## src/rtl/u8dec_pkg.sv

```systemverilog
// ----------------------------------------------------------------------------
// u8dec_pkg: shared types and constants of the UTF-8 decoder
// Widths of the result fields, the result record and the character codes
// that steer the line and column counters.
// ----------------------------------------------------------------------------
package u8dec_pkg;

  localparam int CP_W      = 31;
  localparam int LEN_W     = 3;
  localparam int POS_W     = 32;
  localparam int IN_DATA_W = 8;
  // Six result fields packed without gaps, padded up to whole bytes.
  localparam int OUT_FIELD_W = CP_W + LEN_W + 4 * POS_W;
  localparam int OUT_DATA_W  = ((OUT_FIELD_W + 7) / 8) * 8;

  localparam logic [CP_W-1:0] CP_CR = 31'h0000_000D;
  localparam logic [CP_W-1:0] CP_LF = 31'h0000_000A;

  localparam logic [IN_DATA_W-1:0] CONT_MASK = 8'h3F;
  localparam logic [IN_DATA_W-1:0] LEAD_MASK = 8'h7F;

  typedef struct packed {
    logic [CP_W-1:0]  code_point;
    logic [LEN_W-1:0] char_bytes;
    logic [POS_W-1:0] line_number;
    logic [POS_W-1:0] column_number;
    logic [POS_W-1:0] byte_position;
    logic [POS_W-1:0] char_position;
    logic             at_end;
    logic             bad_lead;
  } result_t;

endpackage

```

## src/rtl/utf8_decoder_with_position.sv

```systemverilog
// ----------------------------------------------------------------------------
// utf8_decoder_with_position: streaming UTF-8 decoder with source positions
// Decodes the original one- to six-byte UTF-8 forms and tags each character
// with its line, column, byte offset and character offset.
// ----------------------------------------------------------------------------
// One byte is taken per transaction; a new byte is accepted in every cycle
// while the skid register is empty. A result follows the byte that completes
// a character and each end-of-input transaction (in_tuser high), which always
// yields an end result with out_tlast high. Lead bytes with bits 7 and 5..1
// set yield a one-byte result flagged by out_tuser. The decode state and the
// position counters sit in one register stage, the result in an output
// register backed by one skid register, so the input keeps flowing while a
// result waits on out_tready. Position counters are COUNTER_BITS wide and
// wrap; the output shows their low 32 bits, zero extended if narrower.
module utf8_decoder_with_position #(
  parameter int COUNTER_BITS = 32
) (
  input  logic                              clk,
  input  logic                              rst_n,
  input  logic                              in_tvalid,
  output logic                              in_tready,
  // [7:0] in_byte
  input  logic [u8dec_pkg::IN_DATA_W-1:0]   in_tdata,
  // [0] end_of_stream
  input  logic                              in_tuser,
  output logic                              out_tvalid,
  input  logic                              out_tready,
  // [30:0] code_point, [33:31] char_bytes, [65:34] line_number,
  // [97:66] column_number, [129:98] byte_position, [161:130] char_position,
  // upper bits zero
  output logic [u8dec_pkg::OUT_DATA_W-1:0]  out_tdata,
  // at_end
  output logic                              out_tlast,
  // [0] bad_lead
  output logic                              out_tuser
);

  localparam int CW    = COUNTER_BITS;
  localparam int PW    = u8dec_pkg::POS_W;
  localparam int CPW   = u8dec_pkg::CP_W;
  localparam int LW    = u8dec_pkg::LEN_W;
  localparam int BW    = u8dec_pkg::IN_DATA_W;
  localparam int PAD_W = u8dec_pkg::OUT_DATA_W - u8dec_pkg::OUT_FIELD_W;

  // Decode state.
  logic [CPW-1:0] partial_r, partial_nxt;
  logic [LW-1:0]  left_r, left_nxt;
  logic [LW-1:0]  seq_len_r, seq_len_nxt;
  logic [CW-1:0]  line_r, line_nxt;
  logic [CW-1:0]  column_r, column_nxt;
  logic [CW-1:0]  byte_cnt_r, byte_cnt_nxt;
  logic [CW-1:0]  char_cnt_r, char_cnt_nxt;
  logic           after_cr_r, after_cr_nxt;

  // Output register and skid register.
  u8dec_pkg::result_t out_r, skid_r, res;
  logic               out_valid_r, skid_valid_r;

  logic           accept;
  logic           has_res;
  logic           do_adv;
  logic [CPW-1:0] adv_cp;
  logic [LW-1:0]  adv_len;
  logic [BW-1:0]  in_byte;
  logic [LW-1:0]  lead_len;
  logic [CPW-1:0] cont_code;

  assign in_tready = !skid_valid_r;
  assign accept    = in_tvalid && in_tready;
  assign in_byte   = in_tdata;
  assign cont_code = {partial_r[CPW-7:0], in_byte[5:0] & u8dec_pkg::CONT_MASK[5:0]};

  // Sequence length from the first clear bit of the lead among bits 7 and 5..1.
  always_comb begin
    if (!in_byte[7]) begin
      lead_len = 3'd1;
    end else if (!in_byte[5]) begin
      lead_len = 3'd2;
    end else if (!in_byte[4]) begin
      lead_len = 3'd3;
    end else if (!in_byte[3]) begin
      lead_len = 3'd4;
    end else if (!in_byte[2]) begin
      lead_len = 3'd5;
    end else if (!in_byte[1]) begin
      lead_len = 3'd6;
    end else begin
      lead_len = 3'd0;
    end
  end

  // Decode step.
  always_comb begin
    partial_nxt = partial_r;
    left_nxt    = left_r;
    seq_len_nxt = seq_len_r;
    has_res     = 1'b0;
    do_adv      = 1'b0;
    adv_cp      = '0;
    adv_len     = '0;
    res               = '0;
    res.line_number   = PW'(line_r);
    res.column_number = PW'(column_r);
    res.byte_position = PW'(byte_cnt_r);
    res.char_position = PW'(char_cnt_r);

    if (in_tuser) begin
      // End of input drops any sequence in progress without counting it.
      has_res     = 1'b1;
      res.at_end  = 1'b1;
      partial_nxt = '0;
      left_nxt    = '0;
      seq_len_nxt = '0;
    end else if (left_r != '0) begin
      left_nxt = left_r - 3'd1;
      if (left_r == 3'd1) begin
        has_res     = 1'b1;
        do_adv      = 1'b1;
        adv_cp      = cont_code;
        adv_len     = seq_len_r;
        partial_nxt = '0;
        seq_len_nxt = '0;
      end else begin
        partial_nxt = cont_code;
      end
    end else if (lead_len == 3'd0 || lead_len == 3'd1) begin
      has_res      = 1'b1;
      do_adv       = 1'b1;
      adv_cp       = CPW'(in_byte);
      adv_len      = 3'd1;
      res.bad_lead = (lead_len == 3'd0);
    end else begin
      partial_nxt = CPW'(in_byte & (u8dec_pkg::LEAD_MASK >> (lead_len - 3'd1)));
      seq_len_nxt = lead_len;
      left_nxt    = lead_len - 3'd1;
    end

    if (do_adv) begin
      res.code_point = adv_cp;
      res.char_bytes = adv_len;
    end
  end

  // Position counters advance after each finished character.
  always_comb begin
    line_nxt     = line_r;
    column_nxt   = column_r;
    byte_cnt_nxt = byte_cnt_r;
    char_cnt_nxt = char_cnt_r;
    after_cr_nxt = after_cr_r;
    if (do_adv) begin
      if (adv_cp == u8dec_pkg::CP_CR) begin
        column_nxt   = '0;
        line_nxt     = line_r + 1'b1;
        after_cr_nxt = 1'b1;
      end else if (adv_cp == u8dec_pkg::CP_LF) begin
        column_nxt   = '0;
        after_cr_nxt = 1'b0;
        // LF right after CR closes the same line break.
        if (!after_cr_r) begin
          line_nxt = line_r + 1'b1;
        end
      end else begin
        after_cr_nxt = 1'b0;
        column_nxt   = column_r + 1'b1;
      end
      byte_cnt_nxt = byte_cnt_r + CW'(adv_len);
      char_cnt_nxt = char_cnt_r + 1'b1;
    end
  end

  always_ff @(posedge clk) begin
    if (!rst_n) begin
      partial_r  <= '0;
      left_r     <= '0;
      seq_len_r  <= '0;
      line_r     <= '0;
      column_r   <= '0;
      byte_cnt_r <= '0;
      char_cnt_r <= '0;
      after_cr_r <= 1'b0;
    end else if (accept) begin
      partial_r  <= partial_nxt;
      left_r     <= left_nxt;
      seq_len_r  <= seq_len_nxt;
      line_r     <= line_nxt;
      column_r   <= column_nxt;
      byte_cnt_r <= byte_cnt_nxt;
      char_cnt_r <= char_cnt_nxt;
      after_cr_r <= after_cr_nxt;
    end
  end

  // The skid register catches a result that arrives while the output stalls;
  // input is held off only while the skid register is full.
  always_ff @(posedge clk) begin
    if (!rst_n) begin
      out_valid_r  <= 1'b0;
      skid_valid_r <= 1'b0;
    end else if (!out_valid_r || out_tready) begin
      if (skid_valid_r) begin
        out_valid_r  <= 1'b1;
        skid_valid_r <= 1'b0;
      end else begin
        out_valid_r <= accept && has_res;
      end
    end else if (accept && has_res) begin
      skid_valid_r <= 1'b1;
    end
  end

  always_ff @(posedge clk) begin
    if (!out_valid_r || out_tready) begin
      if (skid_valid_r) begin
        out_r <= skid_r;
      end else begin
        out_r <= res;
      end
    end else if (accept && has_res) begin
      skid_r <= res;
    end
  end

  assign out_tvalid = out_valid_r;
  assign out_tdata  = {{PAD_W{1'b0}}, out_r.char_position, out_r.byte_position,
                       out_r.column_number, out_r.line_number, out_r.char_bytes,
                       out_r.code_point};
  assign out_tlast  = out_r.at_end;
  assign out_tuser  = out_r.bad_lead;

  // The skid register only fills behind a held output result.
  a_skid_behind_out: assert property (@(posedge clk) disable iff (!rst_n)
    skid_valid_r |-> out_valid_r)
    else $error("skid register full while output register empty");

  // At most five continuation bytes are ever outstanding.
  a_left_range: assert property (@(posedge clk) disable iff (!rst_n)
    left_r <= 3'd5 && (left_r == '0 || seq_len_r == left_r + 3'd1 ||
                       left_r < seq_len_r))
    else $error("continuation count out of range");

  // An end result carries no character and is never an invalid lead.
  a_end_result: assert property (@(posedge clk) disable iff (!rst_n)
    out_valid_r && out_r.at_end |->
      out_r.code_point == '0 && out_r.char_bytes == '0 && !out_r.bad_lead)
    else $error("end result carries character data");

  // A result that completes a sequence advances the character count by one.
  a_char_count: assert property (@(posedge clk) disable iff (!rst_n)
    accept && has_res && !in_tuser |=> char_cnt_r == $past(char_cnt_r) + 1'b1)
    else $error("character count did not advance");

endmodule
```

## config.mk

```make
export PLATFORM = sky130hd
export DESIGN_NAME = utf8_decoder_with_position
export DESIGN_NICKNAME = d
export VERILOG_FILES = /design/src/rtl/u8dec_pkg.sv /design/src/rtl/utf8_decoder_with_position.sv
export SDC_FILE = /design/constraint.sdc
export NUM_CORES = 1
export LEC_CHECK = 0
export BUFFER_PORTS_ARGS = -buffer_cell sky130_fd_sc_hd__buf_2
export CAP_MARGIN = 25
export CORE_ASPECT_RATIO = 0.7
export CORE_MARGIN = 5
export CORE_UTILIZATION = 64
export DETAILED_ROUTE_END_ITERATION = 6
export PLACE_DENSITY = 0.85
export RECOVER_POWER = 100
export SYNTH_ARGS = -nofsm -noshare
export SYNTH_HDL_FRONTEND = slang
export SYNTH_SLANG_ARGS = --single-unit
```

## constraint.sdc

```tcl
create_clock -name clk -period 68.2 [get_ports clk]
set_input_delay 3.41 -clock clk [delete_from_list [all_inputs] [get_ports clk]]
set_output_delay 3.41 -clock clk [all_outputs]
set_load 0.01 [all_outputs]
```

# Yosys cells after proc, flatten, opt, wreduce, memory -nomap -nowiden
# Cells that the tools add are included.
# W data, S select, Z words.
[word_totals]
reg_bits = 490
latchBits = 0
ramBits = 0
rom_bits = 0
inputBits = 13
out_inout_bits = 172
word_cells = 101
n_memories = 0
[classes]
addsub = 6
mul = 0
div = 0
n_lt_le_gt_ge = 0
n_eq_ne = 7
shifts = 1
mux = 43
n_bitwise = 3
n_reduce_logical = 15
[op_table]
columns = ["operator", "n"]
rows = [
  ["$mux W164", 1],
  ["$mux W32", 5],
  ["$mux W25", 4],
  ["$add A32 B1 Y32 const B", 3],
  ["$mux W31", 3],
  ["$eq A31 B4 Y1 const B", 2],
  ["$mux W3", 16],
  ["$mux W34", 1],
  ["$add A32 B3 Y32", 1],
  ["$and A8 B25 Y25", 1],
  ["$shr A7 B3 Y25 const A", 1],
  ["$mux W1", 12],
  ["$mux W8", 1],
  ["$eq A3 B1 Y1 const B", 2],
  ["$reduce_and A2 Y1", 3],
  ["$sub A3 B1 Y3 const B", 2],
  ["$reduce_and A4 Y1", 1],
  ["$logic_not A3 Y1", 1],
  ["$ne A3 B2 Y1 const B", 1],
  ["$ne A3 B3 Y1 const B", 1],
  ["$reduce_and A3 Y1", 1],
  ["$reduce_bool A3 Y1", 1],
  ["$logic_and A1 B1 Y1", 2],
  ["$logic_not A1 Y1", 2],
  ["5 further kinds", 7],
]

# Longest topological paths before layout
# Gate-level depths: netlist of the first run.
[logic_depth]
depth_word = 14
ltp_mapped = 18
depth_no_buf = 17

# Least setup slack after synthesis of the first run
# OpenSTA, ideal clock, no wires.
[synth_timing]
path_kind = "input to register"
start = "input out_tready"
end = "register skid_r[0] (netlist bit) (enable)"
setup_ns = 3.856
t_arrival_ns = 29.119
t_required_ns = 64.344
path_slack_ns = 35.225
stages = 2
path_buffers = 0
cell_sequence = "nand2b_1 -> a2111oi_0"
[synth_via]
elab_chain_cells = 3
[synth_rtl]
columns = ["item", "line", "source"]
rows = [
  ["start, declared", "utf8_decoder_with_position.sv:27", "input logic out_tready,"],
  ["$logic_or A1 B1 Y1", "utf8_decoder_with_position.sv:213", "if (!out_valid_r || out_tready) begin"],
  ["$not A1 Y1 (no source line)", "--", ""],
  ["$reduce_and A2 Y1 (no source line)", "--", ""],
  ["end signal, assigned", "utf8_decoder_with_position.sv:220", "skid_r <= res;"],
  ["end, declared", "utf8_decoder_with_position.sv:56", "u8dec_pkg::result_t out_r, skid_r, res;"],
]
# No other way between the ends.
# A chain may end at the register's enable or synchronous reset.

# Worst setup path after layout of the first run
[layout_timing]
start = "input out_tready"
end = "register skid_r[114] (netlist bit) (enable)"
# The elaborated chain is that of the path after synthesis.

==> metrics.yaml, run 1 <==
outcome: "finished, violations left"
violations: "max-capacitance violations, max-slew violations"
holdWs_ns: 0.454
p_seq_share_pct: 55.1
clk_latency_ns: 0.55
dpl_cell_area_um2: 21200
path_max_fanout: 70
cts_buffers: 45
max_slew_margin_pct: -182
post_cts_resized: 0
syn_inst: 1534
synth_edf_count: 328
core.rowCount: 54
p_per_area_nw_per_um2: 26.9
setup_viol: 0
synthDistinctLibCells: 62
cpPeakStageDelay_ns: 2.89
chipWidth_um: 221
p_sw_share_pct: 22.1
tritoncts: "yes"
p_int_w: 0.000465
io_buffers: 178
drt_pass1_iterations: 6
drt_iter0_drc: 1063
ys.flop_type: "edfxtp_1"
hold_viol_final: 0
initial_utilization_pct: 64.4
fmax_mhz: 77.6
rsz0062_at_grt: "no"
hold_buffers: 0
synth_top_area_cell: "edfxtp_1"
crit_family: "buffers and inverters"
post_cts_buffers: 0
tightestPinTransition_ns: 4.23
grt_max_degree: 101
wl_per_cell_um: 19.3
synth_top_area_share_pct: 49.4
p_sw_w: 0.000132
cap_violations: 12
slew_violations: 623
die_area_um2: 34800
dieHeight_um: 158
yosys_warnings: 0
core_um2: 30900
cp.arrival_ns: 13.00
synth.avg_cell_area_um2: 13.0
vdd_drop_max_mv: 0.0200
place.gp.congestion: 0.870
drt_wl_total_mm: 41.7
dp_hpwl_mm: 26.7
cts.root.buffer_cell: "clkbuf_16"
crit_chain: "buf_2 > nand2b_1 > a2111oi_0 > clkbuf_1 > clkbuf_1 > clkbuf_1 > clkbuf_1"
cp-end-kind: "register"
dpl.cell_count: 2070
hold_class: "reg -> reg"
setup-tns-final_ns: 0
layout.nets: 1728
critPathBufInv: 5
leakagePower_nw: 8.09
synthTopCellsByArea: "edfxtp_1 (49%), dfxtp_1 (16%), mux2_2 (8.4%)"
via_per_inst: 5.95
syn_to_final_growth_pct: 11.5
pwr-share-clk_pct: 39.7
power_frac_comb_pct: 5.2
h-tree-depth: 2
required_ns: 68.31
fin_crit_ns: 12.89
globalRouteTotalUtil_pct: 23.5
final_area_um2: 22200
grt_pass1_vias: 12400
num_vias: 12800
yosysMostFrequentCell: "edfxtp_1"
ant_nets: 0
critPathKind: "in -> reg"
synth_seq_area_share_pct: 65.7
grt-ovfl-total: 0
ys_ff_latch: 490
period_share_pct: 18.9
cp_slowest_cell: "clkbuf_1"
cts.reportedPaths.clkPinSlew_ns: 0.07
drive_gt1_share_pct: 12.2
io_pins: 185
crit_path_start_kind: "input port"
synthTopCellsByCount: "edfxtp_1 (328), dfxtp_1 (162), mux2_2 (149), nand2_1 (114), nor2_1 (97)"
final_cells: 2155
grt_pass1_wl_mm: 67.1
crit_path_frequent_cell: "clkbuf_1"
clock_path_buffers: 3
drc_errors: 0
ys_async_sr_fraction_pct: 0
antenna_found_initial: 0
power.total_w: 0.000597
skew_ns: 0.0152
cts.sinks: 490
syn-cell-area_um2: 19900
-- per-stage QoR --
stage          setup slack (ns)  utilization [%]
2_1_floorplan             35.23                -
3_3_place_gp              60.70             68.3
3_5_place_dp              60.60             68.5
4_1_cts                   61.19             72.9
5_1_grt                   54.56             71.8
6_report                  55.31             71.8
-- sequential cells by signal, summed over array words and instances (netlist names) --
name          cells
partial_r        25
left_r            3
after_cr_r        1
char_cnt_r       32
out_tlast         1
out_tuser         1
skid_valid_r      1
out_tdata       162
byte_cnt_r       32
column_r         32
line_r           32
seq_len_r         3
out_tvalid        1
skid_r          164
-- cells by family (layout without fill, tap and decap cells) --
logic type                 after synthesis  count (layout)  synth area share, %
AOI/OAI and AO/OA                      168             168                 5.31
xor gates and xnor gates                73              73                 3.21
adders and majority gates               16              16                 1.04
buffers and inverters                  113             307                 2.45
DFF                                    490             490                 65.7
muxes                                  158             158                 8.87
other                                    1               8               0.0188
and+or+nand+nor                        515             515                 13.4
-- cell type report --
| type | count | area (um^2) |
|---|---|---|
| clock buffers | 61 | 1210 |
| flip-flops and latches | 490 | 13100 |
| inverters | 31 | 118 |
| multi-input cells | 936 | 6330 |
| fillers | 2165 | 8730 |
| repair buffers | 195 | 788 |
| clock inverters | 20 | 151 |
| diodes | 2 | 5.00 |
| well taps | 420 | 526 |
-- worst paths after layout --
kind	startpoint	to	slack, ns	cells after the start
worst max register to register	out_tvalid$_SDFFE_PN0P_	skid_r[114]$_DFFE_PP_	58.01	6
worst min register to register	char_cnt_r[30]$_SDFFE_PN0P_	skid_r[32]$_DFFE_PP_	0.45	0
worst max-delay path	out_tready	skid_r[114]$_DFFE_PP_	55.31	7
worst min-delay path	char_cnt_r[30]$_SDFFE_PN0P_	skid_r[32]$_DFFE_PP_	0.45	0
-- power groups by stage --
stage	Combinational, W	Sequential (W)	Clock (W)
after floorplan	0.0000170	0.000342	0
after global placement	0.0000328	0.000335	0
after detailed placement	0.0000338	0.000335	0
after CTS	0.0000339	0.000329	0.000240
after global routing	0.0000337	0.000330	0.000254
final	0.0000309	0.000329	0.000237
-- cells in the final DEF, fill, tap and decap left out, types with 23 or more instances in the layout --
cell / n
or4_1: 31
clkbuf_1: 192
o31ai_1: 26
inv_1: 29
nor4_1: 24
nand4_1: 30
nor2_1: 97
edfxtp_1: 328
nand3_1: 79
mux2_2: 126
a21oi_1: 67
xnor2_1: 34
mux2_1: 23
xor2_1: 39
nand2_1: 114
clkbuf_16: 45
o21ai_0: 28
and2_0: 29
nor3_1: 30
dfxtp_1: 162
-- routing by layer --
| metal | global-route usage (%) | share of wire [%] |
|---|---|---|
| met1 | 34.0 | 45 |
| met2 | 38.1 | 47 |
| met3 | 3.89 | 6.0 |
| met4 | 6.05 | 2.1 |
| met5 | 0 | 0 |
(Power assumes the default switching activity.)
==> inputs of run 2 (changes only) <==
- CORE_UTILIZATION: 64 -> 53
- PLACE_DENSITY: 0.85 -> 0.75
- clock period: 68.2 -> 11.27 ns (I/O delays scaled with it)
==> metrics.yaml, run 2 (synthesis gave the netlist of run 1 again) <==
outcome: "finished, violations left"  # unchanged
violations: "max-capacitance violations, max-slew violations"  # unchanged
initial_utilization_pct: 53.7  # was 64.4%
layout.nets: 1728  # unchanged
syn_to_final_growth_pct: 12.9  # was 11.5%
wl_met1_mm: 19.1  # was 18.7 mm
drt_wl_total_mm: 41.5  # was 41.7 mm
cts.reportedPaths.clkPinSlew_ns: 0.07  # about the same
drive_gt1_share_pct: 12.7  # was 12.2%
p_sw_share_pct: 21.9  # was 22.1%
startpoint: "out_tvalid$_SDFFE_PN0P_"  # was out_tready
num_vias: 12700  # was 12800
ant_nets: 0  # unchanged
io_buffers: 178  # unchanged
hold_viol_final: 0  # unchanged
post_cts_buffers: 0  # unchanged
seqCellArea_um2: 13100  # unchanged
vdd_drop_max_mv: 0.128  # was 0.0200 mV
cp-end-kind: "register"  # unchanged
regMostFlops: "skid_r"  # unchanged
tritoncts: "yes"  # unchanged
reg2reg_from: "out_tvalid$_SDFFE_PN0P_"  # unchanged
p_int_w: 0.00293  # was 0.000465 W
grt_pass1_vias: 12100  # was 12400
antenna_found_initial: 0  # unchanged
max_slew_margin_pct: -191  # was -182%
required_ns: 11.34  # was 68.31 ns
die_area_um2: 41700  # was 34800 um^2
p_per_area_nw_per_um2: 166  # was 26.9 nW/um^2
place.gp.congestion: 0.851  # was 0.870
drt_pass1_iterations: 5  # was 6
dr_wl_met2_mm: 19.6  # about the same
slew_violations: 495  # was 623
skew_ns: 0.0234  # was 0.0152 ns
layout_commonest_cell: "edfxtp_1"  # unchanged
power_frac_comb_pct: 5.0  # was 5.2%
final_util_pct: 60.6  # was 71.8%
period_share_pct: 62.3
clk_latency_ns: 0.55  # about the same
insertedDiodeCount: 0  # was 2
dp_hpwl_mm: 26.6  # was 26.7 mm
cts.sinks: 490  # unchanged
fmax_mhz: 142
crit_path_start_kind: "register"  # was input port
rsz0062_at_grt: "no"  # unchanged
drc_errors: 0  # unchanged
pwr-share-clk_pct: 41.8  # was 39.7%
clock_path_buffers: 3  # unchanged
multi_input_area_um2: 6380  # was 6330 um^2
grt_pass1_wl_mm: 66.1  # was 67.1 mm
drt_iter0_drc: 1007  # was 1063
layout_common_cells: "edfxtp_1 (328), clkbuf_1 (189), dfxtp_1 (162), mux2_2 (124), nand2_1 (114)"  # was edfxtp_1 (328), clkbuf_1 (192), dfxtp_1 (162), mux2_2 (126), nand2_1 (114)
tightestPinTransition_ns: 4.37  # was 4.23 ns
largest_reg_flops: 164  # unchanged
hold_class: "in -> reg"  # was reg -> reg
fillCellCount: 2981  # was 2165
wl_per_cell_um: 18.6  # was 19.3 um
dieHeight_um: 172  # was 158 um
h-tree-depth: 2  # unchanged
grt_max_degree: 79  # was 101
core_um2: 37100  # was 30900 um^2
grt-ovfl-total: 0  # unchanged
cts.root.buffer_cell: "clkbuf_16"  # unchanged
chipWidth_um: 242  # was 221 um
core.rowCount: 59  # was 54
p_seq_share_pct: 53.2  # was 55.1%
cp.arrival_ns: 7.09  # was 13.00 ns
leakagePower_nw: 8.20  # was 8.09 nW
critPathKind: "reg -> reg"  # was in -> reg
met3_length_mm: 2.04  # was 2.50 mm
min_from: "in_tdata[0]"  # was char_cnt_r[30]$_SDFFE_PN0P_
setup-tns-final_ns: 0  # unchanged
setup_viol: 0  # unchanged
highest_layer: "met4"  # unchanged
path_max_fanout: 57  # was 70
post_cts_resized: 0  # unchanged
cts_buffers: 46  # was 45
via_per_inst: 5.69  # was 5.95
io_pins: 185  # unchanged
globalRouteTotalUtil_pct: 19.3  # was 23.5%
hold_buffers: 0  # unchanged
cap_violations: 10  # was 12
p_sw_w: 0.000821  # was 0.000132 W
fin_crit_ns: 7.02
[run 2: cell type report]
class,instances,area share (%)
flip-flops and latches,490,58.1
inverters,31,0.522
multi-input cells,936,28.3
repair buffers,194,3.48
clock inverters,22,0.989
clock buffers,64,5.83
well taps,488,2.71
[run 2: power by group through the flow]
stage / Sequential, W / Combinational (W) / Clock [W]
after floorplan: 0.00206 / 0.000103 / 0
after detailed placement: 0.00203 / 0.000205 / 0
after CTS: 0.00199 / 0.000206 / 0.00160
after global placement: 0.00203 / 0.000199 / 0
final: 0.00199 / 0.000189 / 0.00157
after global routing: 0.00200 / 0.000206 / 0.00168
[run 2: layer usage]
metal  up-vias  global-route usage (%)
li1       6001                       -
met3        62                    3.38
met1      6254                    27.4
met5         -                       0
met2       343                    31.7
met4         0                    4.59
[run 2: stage by stage]
step | instance area, um^2 | setup WS [ns] | hold slack [ns] | total power, W | std cells
floorplan | 20000 | -17.45 | 0.430 | 0.00216 | 1539
global placement | 21200 | 6.83 | 0.436 | 0.00223 | 2137
detailed placement | 21300 | 6.89 | 0.440 | 0.00223 | 2138
CTS | 22800 | 7.37 | 0.295 | 0.00379 | 2224
global route | 22500 | 3.56 | 0.325 | 0.00388 | 2225
finish | 22500 | 4.25 | 0.324 | 0.00375 | 2225
[run 2: worst max-delay path: stages (launching register included)]
cell,delay (ns)
dfxtp_1,0.35
nand2b_1,1.09
a2111oi_0,1.03
clkbuf_1,1.51
clkbuf_1,2.49
[run 2: path summary, 6_finish.rpt]
kind / end / slack (ns) / cells after the start
worst max register to register: skid_r[32]$_DFFE_PP_ / 4.25 / 4
worst min-delay path: partial_r[0]$_SDFFE_PN0P_ / 0.32 / 3
worst max-delay path: skid_r[32]$_DFFE_PP_ / 4.25 / 4
worst min register to register: skid_r[32]$_DFFE_PP_ / 0.46 / 0
